### src/rtl/tcle_pkg.sv
// shared types and constants of the text console line editor
// no dependencies; used by the controller, the datapath and the top level
`timescale 1ns / 1ps

package tcle_pkg;

    // function codes of an input beat
    localparam logic [2:0] FUNC_WRITE   = 3'd0;
    localparam logic [2:0] FUNC_BKSP    = 3'd1;
    localparam logic [2:0] FUNC_CLEAR   = 3'd2;
    localparam logic [2:0] FUNC_INSERT  = 3'd3;
    localparam logic [2:0] FUNC_DELETE  = 3'd4;
    localparam logic [2:0] FUNC_ACCEPT  = 3'd5;
    localparam logic [2:0] FUNC_READ    = 3'd6;

    // configuration register indexes
    localparam logic [1:0] REG_COLUMNS  = 2'd0;
    localparam logic [1:0] REG_ROWS     = 2'd1;
    localparam logic [1:0] REG_LIMIT    = 2'd2;

    // character codes
    localparam logic [7:0] CHAR_SPACE   = 8'h20;
    localparam logic [7:0] CHAR_NEWLINE = 8'h0A;
    localparam logic [7:0] CHAR_NUL     = 8'h00;

    // commands from the controller to the datapath
    typedef struct packed {
        logic load;
        logic clr_init;
        logic clr_step;
        logic shift_init;
        logic shift_rd;
        logic shift_wr;
        logic finish;
        logic rd_issue;
        logic capture;
    } tcle_cmd_t;

    // status from the datapath to the controller
    typedef struct packed {
        logic [2:0] func;
        logic       ign;
        logic       clr_last;
        logic       shift_more;
        logic       out_free;
    } tcle_status_t;

endpackage

### src/rtl/tcle_ctrl.sv
// controller state machine of the text console line editor
// depends on tcle_pkg for the command and status structs
`timescale 1ns / 1ps

module tcle_ctrl (
    input  logic                  clk,
    input  logic                  rst_n,
    input  logic                  in_valid,
    output logic                  in_stall,
    input  tcle_pkg::tcle_status_t status,
    output tcle_pkg::tcle_cmd_t    cmd
);

    typedef enum logic [7:0] {
        ST_CLEAR    = 8'b0000_0001,
        ST_IDLE     = 8'b0000_0010,
        ST_DISPATCH = 8'b0000_0100,
        ST_SHIFT_RD = 8'b0000_1000,
        ST_SHIFT_WR = 8'b0001_0000,
        ST_FINISH   = 8'b0010_0000,
        ST_READ     = 8'b0100_0000,
        ST_CAPTURE  = 8'b1000_0000
    } state_t;

    state_t state_reg, state_next;
    logic   item_reg, item_next;

    // state and item-in-flight flag
    always_ff @(posedge clk or negedge rst_n)
    begin
        if (!rst_n)
        begin
            state_reg <= ST_CLEAR;
            item_reg  <= 1'b0;
        end
        else
        begin
            state_reg <= state_next;
            item_reg  <= item_next;
        end
    end

    assign in_stall = (state_reg != ST_IDLE);

    // next state and commands
    always_comb
    begin
        state_next = state_reg;
        item_next  = item_reg;
        cmd        = '0;
        unique case (state_reg)
            ST_CLEAR:
            begin
                cmd.clr_step = 1'b1;
                if (status.clr_last)
                begin
                    state_next = item_reg ? ST_READ : ST_IDLE;
                end
            end
            ST_IDLE:
            begin
                if (in_valid)
                begin
                    cmd.load   = 1'b1;
                    item_next  = 1'b1;
                    state_next = ST_DISPATCH;
                end
            end
            ST_DISPATCH:
            begin
                if (status.func == tcle_pkg::FUNC_CLEAR)
                begin
                    cmd.clr_init = 1'b1;
                    state_next   = ST_CLEAR;
                end
                else if ((status.func == tcle_pkg::FUNC_INSERT ||
                          status.func == tcle_pkg::FUNC_DELETE) && !status.ign)
                begin
                    cmd.shift_init = 1'b1;
                    state_next     = ST_SHIFT_RD;
                end
                else
                begin
                    state_next = ST_FINISH;
                end
            end
            ST_SHIFT_RD:
            begin
                if (status.shift_more)
                begin
                    cmd.shift_rd = 1'b1;
                    state_next   = ST_SHIFT_WR;
                end
                else
                begin
                    state_next = ST_FINISH;
                end
            end
            ST_SHIFT_WR:
            begin
                cmd.shift_wr = 1'b1;
                state_next   = ST_SHIFT_RD;
            end
            ST_FINISH:
            begin
                cmd.finish = 1'b1;
                state_next = ST_READ;
            end
            ST_READ:
            begin
                cmd.rd_issue = 1'b1;
                state_next   = ST_CAPTURE;
            end
            ST_CAPTURE:
            begin
                if (status.out_free)
                begin
                    cmd.capture = 1'b1;
                    item_next   = 1'b0;
                    state_next  = ST_IDLE;
                end
            end
            default:
            begin
                state_next = ST_IDLE;
            end
        endcase
    end

endmodule

### config.mk
export PLATFORM = sky130hd
export DESIGN_NAME = tcle_ctrl
export DESIGN_NICKNAME = d
export VERILOG_FILES = /design/src/rtl/tcle_pkg.sv /design/src/rtl/tcle_ctrl.sv
export SDC_FILE = /design/constraint.sdc
export NUM_CORES = 1
export LEC_CHECK = 0
export BUFFER_PORTS_ARGS = -buffer_cell sky130_fd_sc_hd__buf_2
export CORE_ASPECT_RATIO = 0.9
export CORE_MARGIN = 3
export CORE_UTILIZATION = 43
export CTS_CLUSTER_SIZE = 30
export DETAILED_ROUTE_END_ITERATION = 10
export GPL_TIMING_DRIVEN = 0
export PLACE_DENSITY = 0.83
export RECOVER_POWER = 25
export SYNTH_ARGS = -nofsm -noshare
export SYNTH_HDL_FRONTEND = slang
export SYNTH_SLANG_ARGS = --single-unit
### constraint.sdc
create_clock -name clk -period 1.5 [get_ports clk]
set_input_delay 0.15 -clock clk [delete_from_list [all_inputs] [get_ports clk]]
set_output_delay 0.15 -clock clk [all_outputs]
set_load 0.01 [all_outputs]
==> flow_summary_export.csv, run 1 <==
group,metric,value,unit
outcome,outcome,"complete, but fails checks",
outcome,failed_checks,"negative setup slack",
cells_and_area,synthToLayoutAreaGrowth,64.2,%
grt,grt_antenna_before_repair,0,
synthesis,synth-async-reset-ratio,100,%
synthesis,synth-compound-area-share,13.2,%
worst_setup_path,path_class,"reg -> out",
power_and_ir_drop,power.share.clock,14.9,%
timing,fin_skew,6.17,ps
power_and_ir_drop,netSwitchingFraction,43.1,%
placed_design,port_buffers,19,
timing,drv_slew,0,
grt,grt_pass1_wl,3.15,mm
synthesis,synth_top_area_share,31.6,%
timing,fin_ws,-394,ps
clock_tree,clk_latency,290,ps
clock_tree,max-clock-path-buffers,2,
routing,drt_iter0_drc,27,
clock_tree,path_clk_slew,80,ps
synthesis,synth_seq_cells,9,
timing,relSlewSlack,62.2,%
routing,antenna_left,0,
routing,drt-pass1-iter-count,4,
placed_design,gp_congestion,0.782,
synthesis,syn_avg_cell_area,9.31,µm²
floorplan,fp.dieW,46.4,µm
worst_setup_path,cp.depth,5,
cells_and_area,num-fill-cells,66,
placed_design,place_hpwl,1.12,mm
synthesis,synth_mux_area_share,0,%
power_and_ir_drop,ir_worst_vdd,1.21,mV
synthesis,synth_ff_type,"dfrtp_1",
routing,avgRoutedWirePerCell,22.0,µm
hold_path,hold_class,"in -> reg",
power_and_ir_drop,p_per_area,1400,nW/µm²
clock_tree,htree_num_levels,1,
routing,vias,782,
clock_tree,clock-root-buffer,"clkbuf_4",
placed_design,numPlacedInstances,101,
floorplan,ios,20,
timing,fmax,528,MHz
synthesis,ys_types,36,
grt,overflow,0,
timing,setup_viol,12,
placed_design,placed_cell_area,751,µm²
cells_and_area,layout_common_cells,"15 x buf_2, 14 x buf_4, 7 x buf_6, 7 x nor2_1, 5 x dfrtp_2",
cells_and_area,stdcell_area,1040,µm²
worst_setup_path,reg2reg_slack,-130,ps
worst_setup_path,cp.required,1350,ps
worst_setup_path,path_cells,"nor4_4 > buf_4 > nand4b_4 > a211oi_2 > buf_2",
grt,grt_usage,22.9,%
worst_setup_path,cp-start-kind,"flop",
floorplan,dieArea,1970,µm²
timing,layout_worst_path_cycle_share,126,%
synthesis,synth_fp_nets,78,
hold_path,whs_endpoint,"state_reg[0]$_DFFE_PN1P_",
cells_and_area,final_common_cell,"buf_2",
clock_tree,clkSinkCount,9,
synthesis,synth_xor_xnor_area_share,1.38,%
worst_setup_path,r2r_end,"state_reg[6]$_DFFE_PN0P_",
synthesis,yosys.area_share.simple,43.1,%
power_and_ir_drop,power.leakage,0.486,nW
floorplan,fp-row-count,12,
clock_tree,cts_tree,"yes",
synthesis,yosys_warnings,0,
synthesis,netlist_instances,68,
hold_path,worstHoldStart,"status[2]",
timing,period_needed,1890,ps
clock_tree,cts_made_buffers,3,
floorplan,die_y,42.4,µm
power_and_ir_drop,total_power,1.46,mW
synthesis,yosys-top-cells-area,"dfrtp_1 32%, nor2_1 5.3%, dfstp_2 4.2%",
worst_setup_path,crit_family,"flip-flops",
timing,hold_violations,0,
worst_setup_path,r2r_cells,5,
worst_setup_path,critPathSlowestCell,"dfrtp_2",
cells_and_area,diodes,0,
worst_setup_path,cp.arrival,1740,ps
worst_setup_path,r2r_start,"state_reg[3]$_DFFE_PN0P_",
hold_path,hold_depth,2,
timing,worst_slew_pin_slew,567,ps
flow_run,max_cap_viol_count,0,
synthesis,synth_fa_ha_area_share,1.78,%
synthesis,ys_seq_area_share,35.8,%
synthesis,syn_area,633,µm²
timing,rsz0062_at_grt,"yes",
worst_setup_path,cp-end-kind,"output port",
cells_and_area,largest_register_ffs,8,
cells_and_area,fin_util,79.6,%
grt,grt_max_degree,10,
power_and_ir_drop,pwr-share-seq,26.1,%
power_and_ir_drop,switchingPower,0.628,mW
worst_setup_path,cp_num_buf_inv,2,
routing,vias_per_cell,6.46,
power_and_ir_drop,internal-power,0.829,mW
worst_setup_path,critPathMaxStageDelay,460,ps
worst_setup_path,path_max_fanout,5,
cells_and_area,nNetsFinal,118,
floorplan,core,1310,µm²
synthesis,synth_top_family_by_area,"simple AND/OR/NAND/NOR gates",
cells_and_area,drive_gt1_share,64.5,%
timing,hold_slack,88.6,ps
power_and_ir_drop,combPwrFrac,59.0,%
synthesis,yosysTopAreaCell,"dfrtp_1",
floorplan,start_util,48.5,%
routing,drc,0,
grt,grt_pass1_vias,651,
synthesis,synth-edff-count,0,
cells_and_area,instances_no_fill,121,
routing,finalWirelength,2.66,mm
## cells by family (layout without fill, tap and decap cells)
| logic type | count (synthesis) | after routing |
|---|---|---|
| AO/OA/AOI/OAI | 12 | 12 |
| XOR/XNOR | 1 | 1 |
| adder cells (fa/ha/maj) | 1 | 1 |
| buffers and inverters | 5 | 44 |
| flip-flops | 9 | 9 |
| AND/OR/NAND/NOR | 40 | 40 |
## layout make-up
| class | instances | area, µm² | area share [%] |
|---|---|---|---|
| plain buffers | 1 | 11.3 | 1.08 |
| clock buffers | 4 | 26.3 | 2.53 |
| inverters | 2 | 7.51 | 0.722 |
| multi-input cells | 54 | 483 | 46.4 |
| flip-flops and latches | 9 | 233 | 22.4 |
| well taps | 14 | 17.5 | 1.68 |
| repair buffers | 37 | 262 | 25.2 |
## metal layers
metal / vias up / global-route usage [%] / routed length (µm)
met4: 0 / 6.82 / 76
met3: 14 / 6.44 / 287
met1: 371 / 31.2 / 1030
li1: 332 / - / -
met5: - / 0 / 0
met2: 65 / 34.3 / 1260
## timing repair
action / 4_1_cts / 5_1_grt
gates resized for setup: 14 / 18
pin swaps: 11 / 7
hold buffers: 1 / 0
endpoints found under the hold margin: 9 / 0
buffers inserted: 8 / 10
endpoints found under the setup margin: 14 / 15
## worst reg2reg max path: cells and delay by family (launching register included)
family	cells	cell delay [ps]
DFF	1	490
and+or+nand+nor	2	490
AOI/OAI and AO/OA	2	380
buffers and inverters	1	160
## worst max path at each step
stage	start	endpoint
floorplan	state_reg[5]$_DFFE_PN0P_	state_reg[0]$_DFFE_PN1P_
global placement	state_reg[5]$_DFFE_PN0P_	cmd[7]
detailed placement	state_reg[5]$_DFFE_PN0P_	cmd[7]
CTS	state_reg[4]$_DFFE_PN0P_	cmd[5]
global route	state_reg[5]$_DFFE_PN0P_	cmd[5]
finish	state_reg[5]$_DFFE_PN0P_	cmd[5]
## through the flow
step	worst slack (ps)	setup TNS [ps]
3_3_place_gp	-162	-746
5_1_grt	-448	-3470
2_1_floorplan	-0.809	-0.809
4_1_cts	-297	-2130
6_report	-394	-2950
3_5_place_dp	-206	-1070
## power groups by stage
stage          Combinational (mW)  Clock, mW  Sequential, mW
6_report                    0.860      0.217           0.380
3_3_place_gp                0.387          0           0.356
3_5_place_dp                0.389          0           0.363
5_1_grt                     0.903      0.232           0.384
2_1_floorplan               0.289          0           0.343
4_1_cts                     0.597      0.197           0.371
## cell usage after synthesis, types with 2 or more instances
cell type,number
nor2_1,9
dfrtp_1,8
nand2_1,6
a21oi_1,3
nand3b_1,3
or3b_2,3
and4_1,2
inv_1,2
nand2b_1,2
nor3b_1,2
nor4b_1,2
o21ai_0,2
Power figures use the tool's default switching activity.
==> run 2: changes to the inputs <==
==> constraint.sdc (replaced) <==
create_clock -name clk -period 1.5 [get_ports clk]
set_input_delay 0.15 -clock clk [delete_from_list [all_inputs] [get_ports clk]]
set_output_delay 0.15 -clock clk [all_outputs]
set_load 0.005 [all_outputs]
==> run 2 against run 1 <==
Against the previous run:
- the run still ends with negative setup slack left
- register-to-register slack got worse by 140 ps
- fmax increased by 6.0%
- via count increased by 2.3%
- power decreased by 4.2%
- wire length decreased by 1.4%
- sequential share of layout area decreased by 0.55 points
- largest cell class unchanged
==> flow_summary_export.csv, run 2 (synthesis gave the netlist of run 1 again) <==
group,metric,value,unit
timing,drv_slew,0,
outcome,failed_checks,"negative setup slack",
power_and_ir_drop,p_per_area,1310,nW/µm²
cells_and_area,drive_gt1_share,65.5,%
floorplan,ios,20,
grt,grt_pass1_wl,4.02,mm
timing,hold_violations,0,
grt,grt_usage,29.6,%
placed_design,placed_cell_area,746,µm²
grt,busiest_layer,"met2",
timing,fin_ws,-287,ps
grt,met3_usage,8.15,%
hold_path,hold_depth,2,
clock_tree,max-clock-path-buffers,2,
outcome,outcome,"complete, but fails checks",
clock_tree,cts_tree,"yes",
routing,drt-pass1-iter-count,4,
worst_setup_path,cp-end-kind,"output port",
grt,overflow,0,
routing,vias_per_cell,6.30,
cells_and_area,largest_register_ffs,8,
cells_and_area,layout_common_cells,"18 x buf_4, 17 x buf_2, 6 x buf_6, 6 x nor2_1",
worst_setup_path,cp-start-kind,"flop",
worst_setup_path,critPathMaxStageDelay,460,ps
placed_design,place_hpwl,1.18,mm
grt,grt_max_degree,10,
worst_setup_path,path_cells,"nor4_4 > nand4b_2 > a211oi_2 > buf_2",
grt,gr-usage-met2,47.0,%
clock_tree,clkSinkCount,9,
timing,fin_skew,2.95,ps
worst_setup_path,critPathSlowestCell,"dfrtp_2",
grt,grt_pass1_vias,770,
timing,rsz0062_at_grt,"yes",
clock_tree,htree_num_levels,1,
placed_design,port_buffers,19,
floorplan,fp-row-count,12,
routing,antenna_left,0,
routing,avgRoutedWirePerCell,20.6,µm
cells_and_area,instances_no_fill,127,
floorplan,dieArea,1970,µm²
timing,setup_viol,12,
power_and_ir_drop,power.leakage,0.498,nW
floorplan,core,1310,µm²
timing,period_needed,1790,ps
power_and_ir_drop,ir_worst_vdd,0.969,mV
power_and_ir_drop,total_power,1.40,mW
cells_and_area,nNetsFinal,124,
worst_setup_path,path_max_fanout,6,
routing,finalWirelength,2.62,mm
placed_design,post-place-ws,-179,ps
floorplan,start_util,48.5,%
cells_and_area,diodes,0,
placed_design,gp_congestion,0.831,
clock_tree,clk_latency,270,ps
floorplan,fp.dieW,46.4,µm
cells_and_area,synthToLayoutAreaGrowth,68.4,%
timing,fmax,560,MHz
worst_setup_path,cp.required,1350,ps
grt,grt_antenna_before_repair,0,
clock_tree,path_clk_slew,70,ps
flow_run,max_cap_viol_count,0,
timing,layout_worst_path_cycle_share,119,%
routing,vias,800,
cells_and_area,final_common_cell,"buf_4",
routing,drc,0,
clock_tree,cts_made_buffers,3,
worst_setup_path,r2r_cells,5,
hold_path,hold_class,"in -> reg",
worst_setup_path,path_class,"reg -> out",
clock_tree,clock-root-buffer,"clkbuf_4",
placed_design,numPlacedInstances,101,
timing,worst_slew_pin_slew,515,ps
grt,grt_util_met1,36.2,%
timing,relSlewSlack,65.7,%
worst_setup_path,cp.arrival,1640,ps
floorplan,die_y,42.4,µm
routing,drt_iter0_drc,37,
cells_and_area,stdcell_area,1070,µm²
run 2: changes by cell type in the layout (fill, tap and decap cells not counted), sizes merged:
cell  previous run  this run
buf             36        42
run 2: where the power goes:
group | switching, mW | leakage, nW | total (mW) | internal [mW]
clock network | 0.103 | 0.0150 | 0.206 | 0.103
logic | 0.405 | 0.378 | 0.826 | 0.422
registers | 0.0745 | 0.106 | 0.364 | 0.289
run 2: per-layer routing:
layer / share of wire, % / routed length (µm)
met1: 39 / 1020
met5: 0 / 0
met2: 50 / 1320
met3: 6.3 / 165
met4: 4.3 / 114
run 2: metrics by stage:
stage	hold slack (ps)	util (%)	setup TNS, ps
after floorplan	-146	-	0
after global placement	10.3	57.1	-658
after detailed placement	21.2	57.1	-967
after CTS	75.8	73.6	-2160
after global routing	56.3	81.6	-3530
final	63.9	81.6	-2630
run 2: cell type report:
cell class | instances | area, µm²
sequential | 9 | 233
multi-input combinational | 54 | 460
timing repair buffer | 42 | 303
fill | 70 | 240
clock buffer | 4 | 26.3
tap | 14 | 17.5
buffer | 2 | 18.8
inverter | 2 | 7.51
run 2: critical path: cells and delay by family (launching register included):
kind | cells | cell delay (ps)
buffers and inverters | 1 | 160
AND/OR/NAND/NOR | 2 | 550
AO/OA/AOI/OAI | 1 | 210
flip-flops | 1 | 460
run 2: path summary, 6_finish.rpt:
| kind | startpoint | endpoint | slack [ps] |
|---|---|---|---|
| min in group asynchronous | rst_n | state_reg[4]$_DFFE_PN0P_ | 370 |
| hold / removal | status[2] | state_reg[0]$_DFFE_PN1P_ | 60 |
| max in group asynchronous | rst_n | state_reg[6]$_DFFE_PN0P_ | 760 |
| hold reg to reg | item_reg$_DFFE_PN0P_ | item_reg$_DFFE_PN0P_ | 550 |
| setup reg to reg | state_reg[2]$_DFFE_PN0P_ | state_reg[1]$_DFFE_PN0P_ | -270 |
| setup / recovery | state_reg[6]$_DFFE_PN0P_ | cmd[5] | -290 |
run 2: timing repair:
| item | CTS | global route |
|---|---|---|
| hold buffers | 1 | 0 |
| endpoints found under the hold margin | 9 | 0 |
| pin swaps | 11 | 9 |
| buffers inserted | 14 | 11 |
| endpoints found under the setup margin | 14 | 17 |
| resized for setup | 15 | 15 |
==> run 3: changes to the inputs <==
- CORE_ASPECT_RATIO: 0.9 -> unset
- CORE_MARGIN: 3 -> unset
- CORE_UTILIZATION: 43 -> 46
- CTS_BUF_LIST: unset -> sky130_fd_sc_hd__clkbuf_2
- PLACE_DENSITY: 0.83 -> 0.87
==> run 3 against run 2 <==
Against the previous run:
- the flow still finishes with violations (negative setup slack)
- register-to-register slack improved by 70 ps
- sequential share of layout area about the same
- clock power decreased by 20%
- sequential power grew 2%
- wire length about the same
- cell count increased by 0.79%
- worst setup slack lost 21 ps
- fmax is 1.2% lower
- first-iteration DRC count grew 78%
- largest cell class unchanged
==> flow_summary_export.csv, run 3 (synthesis gave the netlist of run 1 again) <==
group,metric,value,unit
cells_and_area,diodes,0,
worst_setup_path,cp-start-kind,"flop",
routing,vias,809,
timing,hold_slack,90.1,ps
grt,grt_antenna_before_repair,0,
clock_tree,path_clk_slew,100,ps
floorplan,start_util,49.3,%
hold_path,hold_class,"in -> reg",
cells_and_area,multi_input_area,480,µm²
clock_tree,cts_made_buffers,3,
grt,grt_pass1_vias,695,
cells_and_area,layout_common_cells,"18 x buf_4, 17 x buf_2, 7 x buf_6, 6 x nor2_1, 6 x dfrtp_2",
timing,setup_viol,14,
timing,setup_tns,-2950,ps
worst_setup_path,path_max_fanout,6,
placed_design,placed_cell_area,747,µm²
power_and_ir_drop,pwr-share-seq,25.2,%
clock_tree,cts_tree,"yes",
cells_and_area,num-fill-cells,65,
cells_and_area,instances_no_fill,128,
placed_design,gp_congestion,0.847,
timing,period_needed,1810,ps
clock_tree,htree_num_levels,1,
grt,grt_pass1_wl,3.31,mm
routing,drt_iter0_drc,66,
placed_design,port_buffers,19,
grt,grt_usage,34.0,%
power_and_ir_drop,total_power,1.47,mW
cells_and_area,final_common_cell,"buf_4",
clock_tree,clk_latency,250,ps
clock_tree,clkSinkCount,9,
floorplan,fp.dieW,39.1,µm
timing,layout_worst_path_cycle_share,121,%
routing,finalWirelength,2.62,mm
routing,avgRoutedWirePerCell,20.5,µm
routing,vias_per_cell,6.32,
power_and_ir_drop,power.share.clock,11.2,%
worst_setup_path,cp.required,1350,ps
floorplan,core,1280,µm²
cells_and_area,synthToLayoutAreaGrowth,69.6,%
outcome,failed_checks,"negative setup slack",
floorplan,dieArea,1530,µm²
cells_and_area,seq_area,234,µm²
clock_tree,clock-root-buffer,"clkbuf_2",
worst_setup_path,path_class,"reg -> out",
floorplan,fp-row-count,13,
outcome,outcome,"complete, but fails checks",
power_and_ir_drop,internal-power,0.854,mW
flow_run,max_cap_viol_count,0,
cells_and_area,drive_gt1_share,69.0,%
clock_tree,max-clock-path-buffers,2,
routing,drt-pass1-iter-count,8,
worst_setup_path,cp.arrival,1660,ps
routing,antenna_left,0,
placed_design,numPlacedInstances,102,
power_and_ir_drop,p_per_area,1370,nW/µm²
grt,overflow,0,
timing,relSlewSlack,66.4,%
cells_and_area,stdcell_area,1070,µm²
grt,grt_max_degree,10,
worst_setup_path,cp-end-kind,"output port",
cells_and_area,largest_register_ffs,8,
timing,fmax,553,MHz
timing,rsz0062_at_grt,"yes",
cells_and_area,nNetsFinal,124,
power_and_ir_drop,netSwitchingFraction,41.8,%
power_and_ir_drop,power.leakage,0.492,nW
timing,drv_slew,0,
routing,drc,0,
timing,worst_slew_pin_slew,505,ps
power_and_ir_drop,ir_worst_vdd,0.868,mV
power_and_ir_drop,combPwrFrac,63.5,%
floorplan,die_y,39.1,µm
placed_design,place_hpwl,1.14,mm
timing,hold_violations,0,
timing,fin_skew,2.05,ps
power_and_ir_drop,switchingPower,0.613,mW
floorplan,ios,20,
timing,fin_ws,-308,ps
## run 3: cell counts in the layout (fill, tap and decap cells not counted)
Identical to the previous run, type by type.
## run 3: layer usage
layer | GRT usage [%] | share of wire [%] | routed length (µm)
met2 | 57.9 | 49 | 1270
met4 | 17.2 | 8.2 | 215
met3 | 6.36 | 7.3 | 192
met1 | 39.9 | 36 | 941
met5 | 0 | 0 | 0
## run 3: per-stage QoR
| stage | setup WS [ps] | util [%] |
|---|---|---|
| floorplan | 17.8 | - |
| global placement | -148 | 58.1 |
| detailed placement | -190 | 58.1 |
| CTS | -263 | 74.7 |
| global route | -374 | 83.5 |
| finish | -308 | 83.5 |
## run 3: cell type report
| cell class | instances | share of cell area [%] |
|---|---|---|
| Clock buffer | 4 | 1.86 |
| Multi-Input combinational cell | 54 | 44.8 |
| Buffer | 1 | 1.05 |
| Inverter | 2 | 0.699 |
| Sequential cell | 9 | 21.8 |
| Timing Repair Buffer | 43 | 28.1 |
| Tap cell | 15 | 1.75 |
## run 3: worst paths after layout
| check | start | end | slack (ps) | depth (start not counted) |
|---|---|---|---|---|
| max | state_reg[3]$_DFFE_PN0P_ | cmd[2] | -310 | 4 |
| min | status[2] | state_reg[0]$_DFFE_PN1P_ | 90 | 2 |
| max reg2reg | state_reg[3]$_DFFE_PN0P_ | state_reg[6]$_DFFE_PN0P_ | -200 | 6 |
| min reg2reg | item_reg$_DFFE_PN0P_ | item_reg$_DFFE_PN0P_ | 560 | 2 |
| max in group asynchronous | rst_n | state_reg[3]$_DFFE_PN0P_ | 770 | 2 |
| min in group asynchronous | rst_n | state_reg[4]$_DFFE_PN0P_ | 360 | 2 |
## run 3: repair_timing
action	in CTS	in global routing
hold buffers	1	0
pin swaps	14	7
hold endpoints to repair	9	0
gates cloned	0	0
gates resized for setup	22	13
endpoints found under the setup margin	14	16
setup buffers	15	9
## run 3: critical path: stages (launching register included)
cell and delay, ps:
dfrtp_2 500, nor4_4 330, nand2_1 160, nor3b_2 250
buf_2 160
## run 3: power by group through the flow
| stage | combinational (mW) | clock [mW] | sequential [mW] |
|---|---|---|---|
| after floorplan | 0.269 | 0 | 0.343 |
| after global placement | 0.360 | 0 | 0.354 |
| after detailed placement | 0.370 | 0 | 0.362 |
| after CTS | 0.686 | 0.168 | 0.362 |
| after global routing | 0.969 | 0.183 | 0.373 |
| final | 0.932 | 0.165 | 0.370 |
